===== config.mk =====
export PLATFORM = sky130hd
export DESIGN_NAME = dependency_string_tokenizer
export DESIGN_NICKNAME = d
export VERILOG_FILES = /design/src/rtl/dst_pkg.sv /design/src/rtl/dst_front.sv /design/src/rtl/dst_queue.sv /design/src/rtl/dst_back.sv /design/src/rtl/dependency_string_tokenizer.sv
export SDC_FILE = /design/constraint.sdc
export NUM_CORES = 1
export LEC_CHECK = 0
export ABC_CLOCK_PERIOD_IN_PS = 5330
export BUFFER_PORTS_ARGS = -buffer_cell sky130_fd_sc_hd__clkbuf_2
export CORE_MARGIN = 2
export CORE_UTILIZATION = 30
export CTS_BUF_LIST = sky130_fd_sc_hd__clkbuf_2
export DETAILED_ROUTE_END_ITERATION = 8
export PLACE_DENSITY = 0.43
export SYNTH_ARGS = -nofsm -noshare
export SYNTH_HDL_FRONTEND = slang
export SYNTH_SLANG_ARGS = --single-unit

===== constraint.sdc =====
create_clock -name clk_i -period 5.33 [get_ports clk_i]
set_input_delay 0.7995 -clock clk_i [delete_from_list [all_inputs] [get_ports clk_i]]
set_output_delay 0.7995 -clock clk_i [all_outputs]
set_load 0.01 [all_outputs]

===== src/rtl/dst_pkg.sv =====
// Shared types and constants for the dependency string tokenizer.
`timescale 1ns / 1ps

package dst_pkg;

  localparam int unsigned MAX_LEN_DEF = 4096;
  localparam int unsigned TOK_W       = 12;
  localparam int unsigned BYTE_W      = 8;
  localparam int unsigned QUEUE_DEPTH = 2;

  localparam logic [BYTE_W-1:0] CH_SPACE = 8'h20;
  localparam logic [BYTE_W-1:0] CH_GT    = 8'h3E;
  localparam logic [BYTE_W-1:0] CH_SEMI  = 8'h3B;
  localparam logic [BYTE_W-1:0] CH_BSL   = 8'h5C;
  localparam logic [BYTE_W-1:0] CH_NUL   = 8'h00;

  typedef enum logic [2:0] {
    ST_START_IN   = 3'd0,
    ST_ACCUM_IN   = 3'd1,
    ST_START_OUT  = 3'd2,
    ST_ACCUM_OUT  = 3'd3,
    ST_START_CHAR = 3'd4,
    ST_ACCUM_CHAR = 3'd5
  } parse_state_e;

  typedef enum logic [1:0] {
    KIND_IN   = 2'd0,
    KIND_OUT  = 2'd1,
    KIND_CHAR = 2'd2,
    KIND_DONE = 2'd3
  } token_kind_e;

  // One record per byte that produces results. With two set, the word is
  // followed by a done token at position tok_end.
  typedef struct packed {
    logic              two;
    token_kind_e       kind;
    logic [TOK_W-1:0]  tok_start;
    logic [TOK_W-1:0]  tok_end;
  } rec_t;

endpackage


===== src/rtl/dst_front.sv =====
// Parse automaton: classifies each byte and builds its result record.
`timescale 1ns / 1ps

module dst_front import dst_pkg::*; #(
  parameter int unsigned MAX_LEN = MAX_LEN_DEF
) (
  input  logic              clk_i,
  input  logic              rst_ni,
  input  logic              accept_i,
  input  logic [BYTE_W-1:0] data_byte_i,
  input  logic              start_of_string_i,
  output logic              rec_valid_o,
  output rec_t              rec_o
);

  localparam int unsigned POS_W = $clog2(MAX_LEN);
  localparam logic [POS_W-1:0] POS_LAST = POS_W'(MAX_LEN - 1);

  parse_state_e     state_q, state_d;
  logic             esc_q, esc_d;
  logic [POS_W-1:0] pos_q, pos_d;
  logic [POS_W-1:0] wb_q, wb_d;
  logic             fin_q, fin_d;

  parse_state_e     st_e, st_b;
  logic             esc_e, fin_e;
  logic [POS_W-1:0] pos_e, wb_e;
  logic             word, done, adv;
  token_kind_e      wkind;
  logic             is_space, is_gt, is_semi, is_nul, is_bsl;

  assign is_space = (data_byte_i == CH_SPACE);
  assign is_gt    = (data_byte_i == CH_GT);
  assign is_semi  = (data_byte_i == CH_SEMI);
  assign is_nul   = (data_byte_i == CH_NUL);
  assign is_bsl   = (data_byte_i == CH_BSL);

  always_comb begin
    // A start flag rearms the parser before this byte is looked at.
    st_e  = start_of_string_i ? ST_START_IN : state_q;
    esc_e = start_of_string_i ? 1'b0 : esc_q;
    fin_e = start_of_string_i ? 1'b0 : fin_q;
    pos_e = start_of_string_i ? '0 : pos_q;
    wb_e  = start_of_string_i ? '0 : wb_q;

    word    = 1'b0;
    done    = 1'b0;
    adv     = 1'b0;
    wkind   = KIND_IN;
    st_b    = st_e;
    state_d = st_e;
    esc_d   = 1'b0;
    wb_d    = wb_e;
    fin_d   = fin_e;

    if (fin_e) begin
      esc_d = esc_e;
    end else if (esc_e && !is_nul) begin
      adv = 1'b1;
    end else begin
      // First pass: close an open word on its delimiter.
      case (st_e)
        ST_ACCUM_IN, ST_ACCUM_OUT: begin
          if (is_space || is_gt || is_semi || is_nul) begin
            word  = 1'b1;
            wkind = (st_e == ST_ACCUM_OUT) ? KIND_OUT : KIND_IN;
            if (is_space) begin
              st_b = (st_e == ST_ACCUM_OUT) ? ST_START_CHAR : ST_START_IN;
            end else if (is_gt) begin
              st_b = ST_START_OUT;
            end else begin
              st_b = ST_START_IN;
            end
          end
        end
        ST_ACCUM_CHAR: begin
          if (is_gt || is_semi || is_nul) begin
            word  = 1'b1;
            wkind = KIND_CHAR;
            st_b  = is_gt ? ST_START_OUT : ST_START_IN;
          end
        end
        ST_START_OUT, ST_START_CHAR: st_b = st_e;
        default: st_b = ST_START_IN;
      endcase

      // Second pass: rescan the byte in the (possibly new) state.
      case (st_b)
        ST_ACCUM_IN, ST_ACCUM_OUT, ST_ACCUM_CHAR: begin
          adv     = 1'b1;
          state_d = st_b;
          esc_d   = (st_b == ST_ACCUM_CHAR) && is_bsl;
        end
        default: begin
          if (is_space) begin
            adv     = 1'b1;
            state_d = st_b;
          end else if (is_gt) begin
            adv     = 1'b1;
            state_d = ST_START_OUT;
          end else if (is_semi) begin
            adv     = 1'b1;
            state_d = ST_START_IN;
          end else if (is_nul) begin
            done    = 1'b1;
            state_d = ST_START_IN;
            fin_d   = 1'b1;
          end else begin
            adv  = 1'b1;
            wb_d = pos_e;
            if (st_b == ST_START_OUT) begin
              state_d = ST_ACCUM_OUT;
            end else if (st_b == ST_START_CHAR) begin
              state_d = ST_ACCUM_CHAR;
              esc_d   = is_bsl;
            end else begin
              state_d = ST_ACCUM_IN;
            end
          end
        end
      endcase
    end

    // Saturate at the last position.
    pos_d = (adv && (pos_e != POS_LAST)) ? pos_e + POS_W'(1) : pos_e;

    rec_valid_o   = word || done;
    rec_o.two     = word && done;
    rec_o.kind    = word ? wkind : KIND_DONE;
    rec_o.tok_start = word ? TOK_W'(wb_e) : TOK_W'(pos_e);
    rec_o.tok_end   = TOK_W'(pos_e);
  end

  always_ff @(posedge clk_i or negedge rst_ni) begin
    if (!rst_ni) begin
      state_q <= ST_START_IN;
      esc_q   <= 1'b0;
      pos_q   <= '0;
      wb_q    <= '0;
      fin_q   <= 1'b0;
    end else if (accept_i) begin
      state_q <= state_d;
      esc_q   <= esc_d;
      pos_q   <= pos_d;
      wb_q    <= wb_d;
      fin_q   <= fin_d;
    end
  end

endmodule


===== src/rtl/dst_queue.sv =====
// Short record queue between the parser and the output stage.
`timescale 1ns / 1ps

module dst_queue import dst_pkg::*; (
  input  logic clk_i,
  input  logic rst_ni,
  input  logic push_i,
  input  rec_t push_rec_i,
  output logic full_o,
  input  logic pop_i,
  output logic valid_o,
  output rec_t pop_rec_o
);

  localparam int unsigned PTR_W = (QUEUE_DEPTH > 1) ? $clog2(QUEUE_DEPTH) : 1;
  localparam int unsigned CNT_W = $clog2(QUEUE_DEPTH + 1);
  localparam logic [PTR_W-1:0] PTR_LAST = PTR_W'(QUEUE_DEPTH - 1);
  localparam logic [CNT_W-1:0] CNT_FULL = CNT_W'(QUEUE_DEPTH);

  rec_t             entry_q [QUEUE_DEPTH];
  logic [PTR_W-1:0] wr_q, wr_d, rd_q, rd_d;
  logic [CNT_W-1:0] cnt_q, cnt_d;
  logic             do_push, do_pop;

  assign full_o    = (cnt_q == CNT_FULL);
  assign valid_o   = (cnt_q != '0);
  assign pop_rec_o = entry_q[rd_q];
  assign do_push   = push_i && !full_o;
  assign do_pop    = pop_i && valid_o;

  always_comb begin
    wr_d  = do_push ? ((wr_q == PTR_LAST) ? '0 : wr_q + PTR_W'(1)) : wr_q;
    rd_d  = do_pop  ? ((rd_q == PTR_LAST) ? '0 : rd_q + PTR_W'(1)) : rd_q;
    cnt_d = cnt_q + CNT_W'(do_push) - CNT_W'(do_pop);
  end

  always_ff @(posedge clk_i or negedge rst_ni) begin
    if (!rst_ni) begin
      wr_q  <= '0;
      rd_q  <= '0;
      cnt_q <= '0;
    end else begin
      wr_q  <= wr_d;
      rd_q  <= rd_d;
      cnt_q <= cnt_d;
    end
  end

  always_ff @(posedge clk_i) begin
    if (do_push) begin
      entry_q[wr_q] <= push_rec_i;
    end
  end

endmodule


===== src/rtl/dst_back.sv =====
// Output stage: holds one record and sends its one or two tokens.
`timescale 1ns / 1ps

module dst_back import dst_pkg::*; (
  input  logic             clk_i,
  input  logic             rst_ni,
  input  logic             q_valid_i,
  input  rec_t             q_rec_i,
  output logic             pop_o,
  output logic             valid_o,
  input  logic             ready_i,
  output token_kind_e      kind_o,
  output logic [TOK_W-1:0] tok_start_o,
  output logic [TOK_W-1:0] tok_end_o,
  output logic             last_o
);

  rec_t rec_q;
  logic valid_q, valid_d;
  logic second_q, second_d;
  logic final_tok, take;

  // The token on the port is the final one of its record.
  assign final_tok = !rec_q.two || second_q;
  assign take      = !valid_q || (ready_i && final_tok);
  assign pop_o     = take && q_valid_i;

  always_comb begin
    valid_d  = valid_q;
    second_d = second_q;
    if (take) begin
      valid_d  = q_valid_i;
      second_d = 1'b0;
    end else if (ready_i) begin
      second_d = 1'b1;
    end
  end

  always_ff @(posedge clk_i or negedge rst_ni) begin
    if (!rst_ni) begin
      valid_q  <= 1'b0;
      second_q <= 1'b0;
    end else begin
      valid_q  <= valid_d;
      second_q <= second_d;
    end
  end

  always_ff @(posedge clk_i) begin
    if (pop_o) begin
      rec_q <= q_rec_i;
    end
  end

  assign valid_o     = valid_q;
  assign kind_o      = second_q ? KIND_DONE : rec_q.kind;
  assign tok_start_o = second_q ? rec_q.tok_end : rec_q.tok_start;
  assign tok_end_o   = rec_q.tok_end;
  assign last_o      = final_tok;

endmodule


===== src/rtl/dependency_string_tokenizer.sv =====
// Top level of the dependency string tokenizer.
`timescale 1ns / 1ps
//
// Usage:
//   Slave stream s_axis: one byte of a dependency string per transaction.
//   tdata carries the byte, tuser[0] marks the first byte of a new string.
//   A NUL byte ends the string; later bytes are dropped without a token
//   until the next start flag. Without a start flag after reset the parser
//   is already armed.
//   Master stream m_axis: one token per transaction. tdata carries the
//   start and end byte positions, tuser the token kind (input word, output
//   word, characterization string, done), tlast marks the final token
//   caused by a byte.
// Timing:
//   One byte is taken every cycle while the queue has room. A token passes
//   through the queue and the output stage register; a byte that closes a
//   word and ends the string gives two tokens and holds the output stage
//   until both are taken. The parser and the output stage are parted by a
//   two-record queue, so s_axis_tready falls only when that queue is full.
// Reset:
//   rst_ni clears the parser, the queue and the output valid at once.
//
module dependency_string_tokenizer import dst_pkg::*; #(
  parameter int unsigned MAX_LEN = MAX_LEN_DEF
) (
  input  logic                   clk_i,
  input  logic                   rst_ni,
  input  logic                   s_axis_tvalid,
  output logic                   s_axis_tready,
  input  logic [BYTE_W-1:0]      s_axis_tdata,   // [7:0] data_byte
  input  logic                   s_axis_tuser,   // [0] start_of_string
  output logic                   m_axis_tvalid,
  input  logic                   m_axis_tready,
  output logic [2*TOK_W-1:0]     m_axis_tdata,   // [11:0] token_start, [23:12] token_end
  output logic [1:0]             m_axis_tuser,   // [1:0] token_kind
  output logic                   m_axis_tlast    // last_result
);

  logic             accept;
  logic             rec_valid, q_full, q_valid, pop;
  rec_t             rec, q_rec;
  token_kind_e      kind;
  logic [TOK_W-1:0] tok_start, tok_end;

  // Accept a byte whenever the queue has room for its record.
  assign s_axis_tready = !q_full;
  assign accept        = s_axis_tvalid && s_axis_tready;

  dst_front #(
    .MAX_LEN (MAX_LEN)
  ) u_front (
    .clk_i             (clk_i),
    .rst_ni            (rst_ni),
    .accept_i          (accept),
    .data_byte_i       (s_axis_tdata),
    .start_of_string_i (s_axis_tuser),
    .rec_valid_o       (rec_valid),
    .rec_o             (rec)
  );

  dst_queue u_queue (
    .clk_i      (clk_i),
    .rst_ni     (rst_ni),
    .push_i     (accept && rec_valid),
    .push_rec_i (rec),
    .full_o     (q_full),
    .pop_i      (pop),
    .valid_o    (q_valid),
    .pop_rec_o  (q_rec)
  );

  dst_back u_back (
    .clk_i       (clk_i),
    .rst_ni      (rst_ni),
    .q_valid_i   (q_valid),
    .q_rec_i     (q_rec),
    .pop_o       (pop),
    .valid_o     (m_axis_tvalid),
    .ready_i     (m_axis_tready),
    .kind_o      (kind),
    .tok_start_o (tok_start),
    .tok_end_o   (tok_end),
    .last_o      (m_axis_tlast)
  );

  assign m_axis_tdata = {tok_end, tok_start};
  assign m_axis_tuser = kind;

endmodule

==> flow_summary.ini, run 1 <==
[placement]
dpl.hpwl_um = 7600
routabilityCongestion = 0.820
place_ws_ns = 1.53
port_buffers = 41
place_area_mm2 = 0.00571

[timing]
worst_pin_slew_ns = 0.970
clock_skew_ns = 0.0294
rsz0062_at_grt = false
final-setup-viol-count = 0
timing.final.crit_share_pct = 58.0
relSlewSlack_pct = 35.4
timing.final.hold_violations = 0
fin_ws_ns = 2.24
slew_violations = 0
fmax_ghz = 0.323
finalCriticalPeriod_ns = 3.09
setup_tns_ns = 0

[detailed_routing]
vias_per_cell = 4.76
routed_wirelength_um = 11100
met1Wirelength_um = 5480
wl_met3_um = 390
routed-wl-met2_um = 5100
drtIter0Drc = 161
drc = 0
dr.pass1.iters = 4
wl_per_cell_um = 16.3
dr_total_vias = 3247
routed.top_layer = met4
ant_nets = 0

[layout]
fin_area_mm2 = 0.00601
layout-drive-gt1-share_pct = 28.1
area_growth_pct = 12.9
fillers = 1709
layout.nets = 459

[worst_setup_path]
crit_required_ns = 5.65
reg2reg_slack_ns = 2.47
rr_worst_depth = 8
critPathMaxFanout = 27
rr_startpoint = u_back.second_q$_DFFE_PN0P_
cp-end-kind = flop
arrival_ns = 3.41
critPathLaunchType = input pin
path_class = input pin to flop
reg2reg_to = u_queue.cnt_q[1]$_DFF_PN0_

[floorplan]
die_h_um = 137
row_count = 48
core-area_mm2 = 0.0174
initial_core_util_pct = 30.7
die_area_mm2 = 0.0188
dieWidth_um = 137
num_io_pins = 42

[clocking]
cts_tree = done
clock_sinks = 116
clk_path_buf_depth = 2
cts-root-buf = clkbuf_2
numCtsBuffers = 17
post_cts_buffers = 0
cts.clk_slew.worst_paths_ns = 0.19
clock_latency_ns = 0.66
h-tree-depth = 4
cts_resized = 0
cts-hold-fix-buffers = 0

[synth]
synth_nets = 425
netlist_area_mm2 = 0.00533
synth-seq-cells = 116
synthCells = 409
yosys_warnings = 0
yosysUniqueCellTypes = 58
yosysSeqAreaShare_pct = 62.1
synth-edff-count = 81
synth_area_per_cell_um2 = 13.0
async_reset_ff_share_pct = 30.2
ys.flop_type = edfxtp_1

[run]
drv_cap = 0

[global_route]
grt_max_degree = 36
grt_usage_pct = 12.5
grt_pass1_vias = 3125
grt_overflow_total = 0
grt_first_pass_wirelength_um = 17400
antenna_found_initial = 1

[power_and_ir_drop]
vdd_drop_max_mv = 0.162
leakagePower_nw = 2.16
p_per_area_mw_per_mm2 = 404

[run_status]
status = completed

[min_path]
hold_class = input pin to asynchronous set/reset pin
critical path: stages:
cell and delay, ns:
clkbuf_2 0.13, nor4_4 0.47, and2_0 0.37, nor2_1 0.17, or4_1 0.74, a211oi_4 0.33, buf_4 0.38
sequential cells by signal (all words and copies together), names as in the netlist:
register,count
u_front.wb_q,12
u_back.tok_end_o,12
u_front.state_q,3
u_queue.entry_q,54
u_front.esc_q,1
u_queue.cnt_q,2
u_front.fin_q,1
u_back.rec_q,15
u_front.pos_q,12
u_back.valid_o,1
u_queue.rd_q,1
u_queue.wr_q,1
u_back.second_q,1
how the worst max path moves through the flow:
stage / to / cells past startpoint / from
floorplan: u_queue.entry_q[0][0]$_DFFE_PP_ / 7 / s_axis_tdata[1]
global placement: u_queue.entry_q[0][21]$_DFFE_PP_ / 7 / s_axis_tdata[1]
detailed placement: u_queue.entry_q[0][9]$_DFFE_PP_ / 7 / s_axis_tdata[1]
CTS: u_queue.entry_q[0][6]$_DFFE_PP_ / 7 / s_axis_tdata[1]
global route: u_queue.cnt_q[1]$_DFF_PN0_ / 8 / u_back.second_q$_DFFE_PN0P_
finish: u_queue.entry_q[0][6]$_DFFE_PP_ / 7 / s_axis_tdata[1]
cell usage in the layout, fill, tap and decap left out, types with 3 or more instances in the layout:
master / count
mux2_2: 40
nand3_1: 6
o21ai_0: 9
and3_1: 5
a211oi_1: 3
mux2i_1: 5
nand2b_1: 21
nand4_1: 9
clkbuf_2: 59
buf_4: 3
nor2_1: 11
xnor2_1: 4
a21oi_1: 9
edfxtp_1: 81
ha_1: 3
nor2b_1: 6
a22o_1: 5
o21ai_1: 8
nand2_1: 35
clkinv_2: 3
inv_1: 21
xor2_1: 10
dfrtp_1: 35
nor4_1: 4
nor3_1: 3
bufinv_16: 5
o32ai_1: 3
layer usage:
metal / up-vias / GRT usage [%]
met4: 0 / 4.52
met1: 1608 / 17.1
met5: - / 0
met3: 6 / 3.35
li1: 1572 / -
met2: 61 / 18.9
per-stage QoR:
step	cells	hold slack, ns	utilization, %	total power [mW]
floorplan	409	0.457	-	1.58
global placement	649	0.474	32.9	1.76
detailed placement	649	0.481	32.9	1.77
CTS	681	0.244	34.6	2.47
global route	682	0.254	34.7	2.56
finish	682	0.256	34.7	2.43
power breakdown:
part	leakage [nW]	internal, mW	switching [mW]
logic	0.828	0.226	0.320
clock network	0.178	0.356	0.341
registers	1.15	1.08	0.104
total	2.16	1.66	0.765
Yosys cell counts, types with 2 or more instances:
| library cell | count | area [um2] |
|---|---|---|
| a21o_1 | 2 | 15.0 |
| or4_1 | 2 | 15.0 |
| and3_1 | 5 | 31.3 |
| xor2_1 | 10 | 87.6 |
| a22o_1 | 5 | 43.8 |
| clkbuf_1 | 13 | 48.8 |
| edfxtp_1 | 81 | 2430 |
| ha_1 | 3 | 37.5 |
| nor3_1 | 3 | 15.0 |
| nor4_1 | 4 | 25.0 |
| or2_2 | 2 | 12.5 |
| and2_1 | 2 | 12.5 |
| nor2_1 | 11 | 41.3 |
| nor2b_1 | 6 | 37.5 |
| a31oi_1 | 2 | 12.5 |
| xnor2_1 | 4 | 35.0 |
| mux2i_1 | 5 | 50.1 |
| nand2_1 | 35 | 131 |
| o32ai_1 | 3 | 26.3 |
| or3_1 | 2 | 12.5 |
| nand2b_1 | 21 | 131 |
| a21oi_1 | 10 | 50.1 |
| nand3_1 | 6 | 30.0 |
| buf_2 | 3 | 15.0 |
| mux2_2 | 40 | 450 |
| o31ai_1 | 2 | 15.0 |
| o22ai_1 | 2 | 12.5 |
| nand4_1 | 9 | 56.3 |
| o21ai_0 | 9 | 45.0 |
| inv_1 | 21 | 78.8 |
| dfrtp_1 | 35 | 876 |
| o2bb2ai_1 | 2 | 17.5 |
| o21ai_1 | 8 | 40.0 |
| a32o_1 | 2 | 20.0 |
| a211oi_1 | 5 | 37.5 |
| buf_4 | 12 | 90.1 |
cell families after synthesis:
group,synth area share [%]
buf+inv,4.58
xor+xnor,2.30
flops,62.1
fa+ha+maj,0.705
simple gates,12.8
mux,9.39
compound gates,8.15
cell type report:
| type | count | area, um2 | share of cell area (%) |
|---|---|---|---|
| flip-flops and latches | 116 | 3310 | 55.0 |
| multi-input cells | 243 | 1820 | 30.2 |
| well taps | 225 | 282 | 4.68 |
| repair buffers | 44 | 228 | 3.79 |
| clock inverters | 14 | 208 | 3.45 |
| clock buffers | 18 | 90.1 | 1.50 |
| inverters | 21 | 78.8 | 1.31 |
| diodes | 1 | 2.50 | 0.0416 |
No activity file was read; power rests on OpenSTA's default activity.
==> run 2, diff against run 1 <==
ABC_CLOCK_PERIOD_IN_PS = 2900   (was 5330)
clock period = 2.9 ns   (was 5.33 ns; I/O delays follow)
==> run 2 against run 1 <==
Utilization is 0.33 points higher; critical path type is now flop to flop; wire length grew 2.0%; combinational power increased by 110%; global-route usage grew 0.41 points; clock skew is 0.0043 ns lower; count of clock-buffer cells in the layout increased by 6; sequential power increased by 76%; non-clock buffer count increased by 17; sequential share of layout area fell by 0.52 points; via count up 1.8%; register-to-register slack lost 1.8 ns; clock power up 30%.
==> flow_summary.ini, run 2 (synthesis gave the netlist of run 1 again) <==
[run_status]
status = completed

[clocking]
clock_sinks = 116
clock_latency_ns = 0.64
cts-root-buf = clkbuf_2
numCtsBuffers = 17
cts_resized = 0
h-tree-depth = 4
cts.clk_slew.worst_paths_ns = 0.17
cts_tree = done
clk_path_buf_depth = 2

[layout]
area_growth_pct = 14.0
fillers = 1715
layout.nets = 476
register_area_mm2 = 0.00331
regMostFlops = u_queue.entry_q
largest_registers = u_queue.entry_q x54, u_back.rec_q x15
final_common_cell = edfxtp_1
final_cell_mix = edfxtp_1 (81), clkbuf_2 (65), mux2_2 (40), dfrtp_1 (35), nand2_1 (34)
multiInputGateArea_mm2 = 0.00183
largest_reg_flops = 54
layout-drive-gt1-share_pct = 30.7

[worst_setup_path]
cp-end-kind = flop
crit_required_ns = 3.25
reg2reg_slack_ns = 0.62
crit_chain = a21bo_2 > nand2_2 > or4_1 > a211oi_4 > buf_12
rr_startpoint = u_front.esc_q$_DFFE_PN0P_
crit_path_max_incr_delay_ns = 0.65
crit_slowest_cell = or4_1
path_class = flop to flop
crit_family = simple AND/OR/NAND/NOR gates
rr_worst_depth = 5
arrival_ns = 2.63
critPathMaxFanout = 27
critPathLaunchType = flop
path_buf_inv = 1
reg2reg_to = u_queue.entry_q[1][13]$_DFFE_PP_

[run]
drv_cap = 0

[power_and_ir_drop]
switchingPower_mw = 1.38
leakagePower_nw = 2.21
power_frac_clock_pct = 21.8
swShare_pct = 33.3
power_frac_seq_pct = 50.5
share_comb_of_total_power_pct = 27.7
p_per_area_mw_per_mm2 = 684
intPower_mw = 2.77
vdd_drop_max_mv = 0.299

[timing]
clock_skew_ns = 0.0250
relSlewSlack_pct = 36.2
slew_violations = 0
fin_ws_ns = 0.620
setup_tns_ns = 0
timing.final.hold_violations = 0
rsz0062_at_grt = false
final-setup-viol-count = 0
worst_pin_slew_ns = 0.957
finalCriticalPeriod_ns = 2.28
fmax_ghz = 0.439
timing.final.crit_share_pct = 78.6

[detailed_routing]
ant_nets = 0
wl_per_cell_um = 16.2
dr.pass1.iters = 4
routed_wirelength_um = 11300
dr_total_vias = 3306
drtIter0Drc = 171
vias_per_cell = 4.73
drc = 0

[global_route]
grt_pass1_vias = 3340
grt_first_pass_wirelength_um = 18100
grt_overflow_total = 0
antenna_found_initial = 1
grt_max_degree = 36
grt_usage_pct = 12.9

[placement]
port_buffers = 41
dpl.hpwl_um = 7540
routabilityCongestion = 0.829
place_ws_ns = 0.129

[min_path]
holdPathStages = 3
min-delay-start = s_axis_tvalid
min_to = u_front.fin_q$_DFFE_PN0P_
hold_class = input pin to flop

[floorplan]
initial_core_util_pct = 30.7
num_io_pins = 42
row_count = 48
die_h_um = 137
core-area_mm2 = 0.0174
dieWidth_um = 137
die_area_mm2 = 0.0188
## run 2: layer usage
layer  vias to the layer above  wire length (um)  track usage [%]
met3                        11               352             3.27
met5                         -                 0                0
li1                       1605                 -                -
met1                      1639              5370             17.1
met4                         0               164             5.04
met2                        51              5430             20.2
## run 2: final cells by class
class                      instances  share of cell area, %
clock inverter                     8                   1.07
antenna                            1                 0.0412
sequential                       116                   54.5
clock buffer                      24                   1.98
tap                              225                   4.64
timing repair buffer              61                   6.35
inverter                          21                   1.30
multi-input combinational        243                   30.1
## run 2: worst register-to-register path, delay by kind of cell, from the launching register on
family                 cells  cell delay (ns)
buffers and inverters      1             0.23
AO/OA/AOI/OAI              2             0.54
flip-flops                 1             0.48
AND/OR/NAND/NOR            2             0.71
## run 2: power by group through the flow
stage | clock (mW) | combinational, mW | sequential (mW)
5_1_grt | 1.03 | 1.28 | 2.12
3_5_place_dp | 0 | 1.18 | 2.13
6_report | 0.905 | 1.15 | 2.10
4_1_cts | 0.960 | 1.19 | 2.10
2_1_floorplan | 0 | 0.814 | 2.10
3_3_place_gp | 0 | 1.17 | 2.13
## run 2: per-stage QoR
stage | utilization, % | area, um2 | std cells | hold WS, ns | total power [mW]
after floorplan | - | 5380 | 409 | 0.139 | 2.91
after global placement | 33.8 | 5860 | 664 | 0.458 | 3.30
after detailed placement | 33.8 | 5860 | 664 | 0.463 | 3.31
after CTS | 35.0 | 6070 | 698 | 0.0938 | 4.24
after global routing | 35.0 | 6070 | 699 | 0.0892 | 4.44
final | 35.0 | 6070 | 699 | 0.197 | 4.15
## run 2: how the worst max path moves through the flow
stage	startpoint	end	slack [ns]	depth (start not counted)
final	u_front.esc_q$_DFFE_PN0P_	u_queue.entry_q[1][13]$_DFFE_PP_	0.62	5
after global routing	u_front.pos_q[0]$_DFFE_PN0P_	u_front.pos_q[7]$_DFFE_PN0P_	0.48	10
after CTS	u_back.second_q$_DFFE_PN0P_	m_axis_tdata[7]	0.59	3
after detailed placement	s_axis_tdata[2]	u_queue.entry_q[1][9]$_DFFE_PP_	0.13	7
after global placement	s_axis_tdata[6]	u_queue.entry_q[0][22]$_DFFE_PP_	0.19	7
after floorplan	s_axis_tdata[6]	u_queue.entry_q[0][0]$_DFFE_PP_	-0.04	7
## run 2: repair_timing
item                      in CTS  in global routing
hold buffers                   2                  0
setup buffers                  0                  0
hold endpoints to repair      36                  0
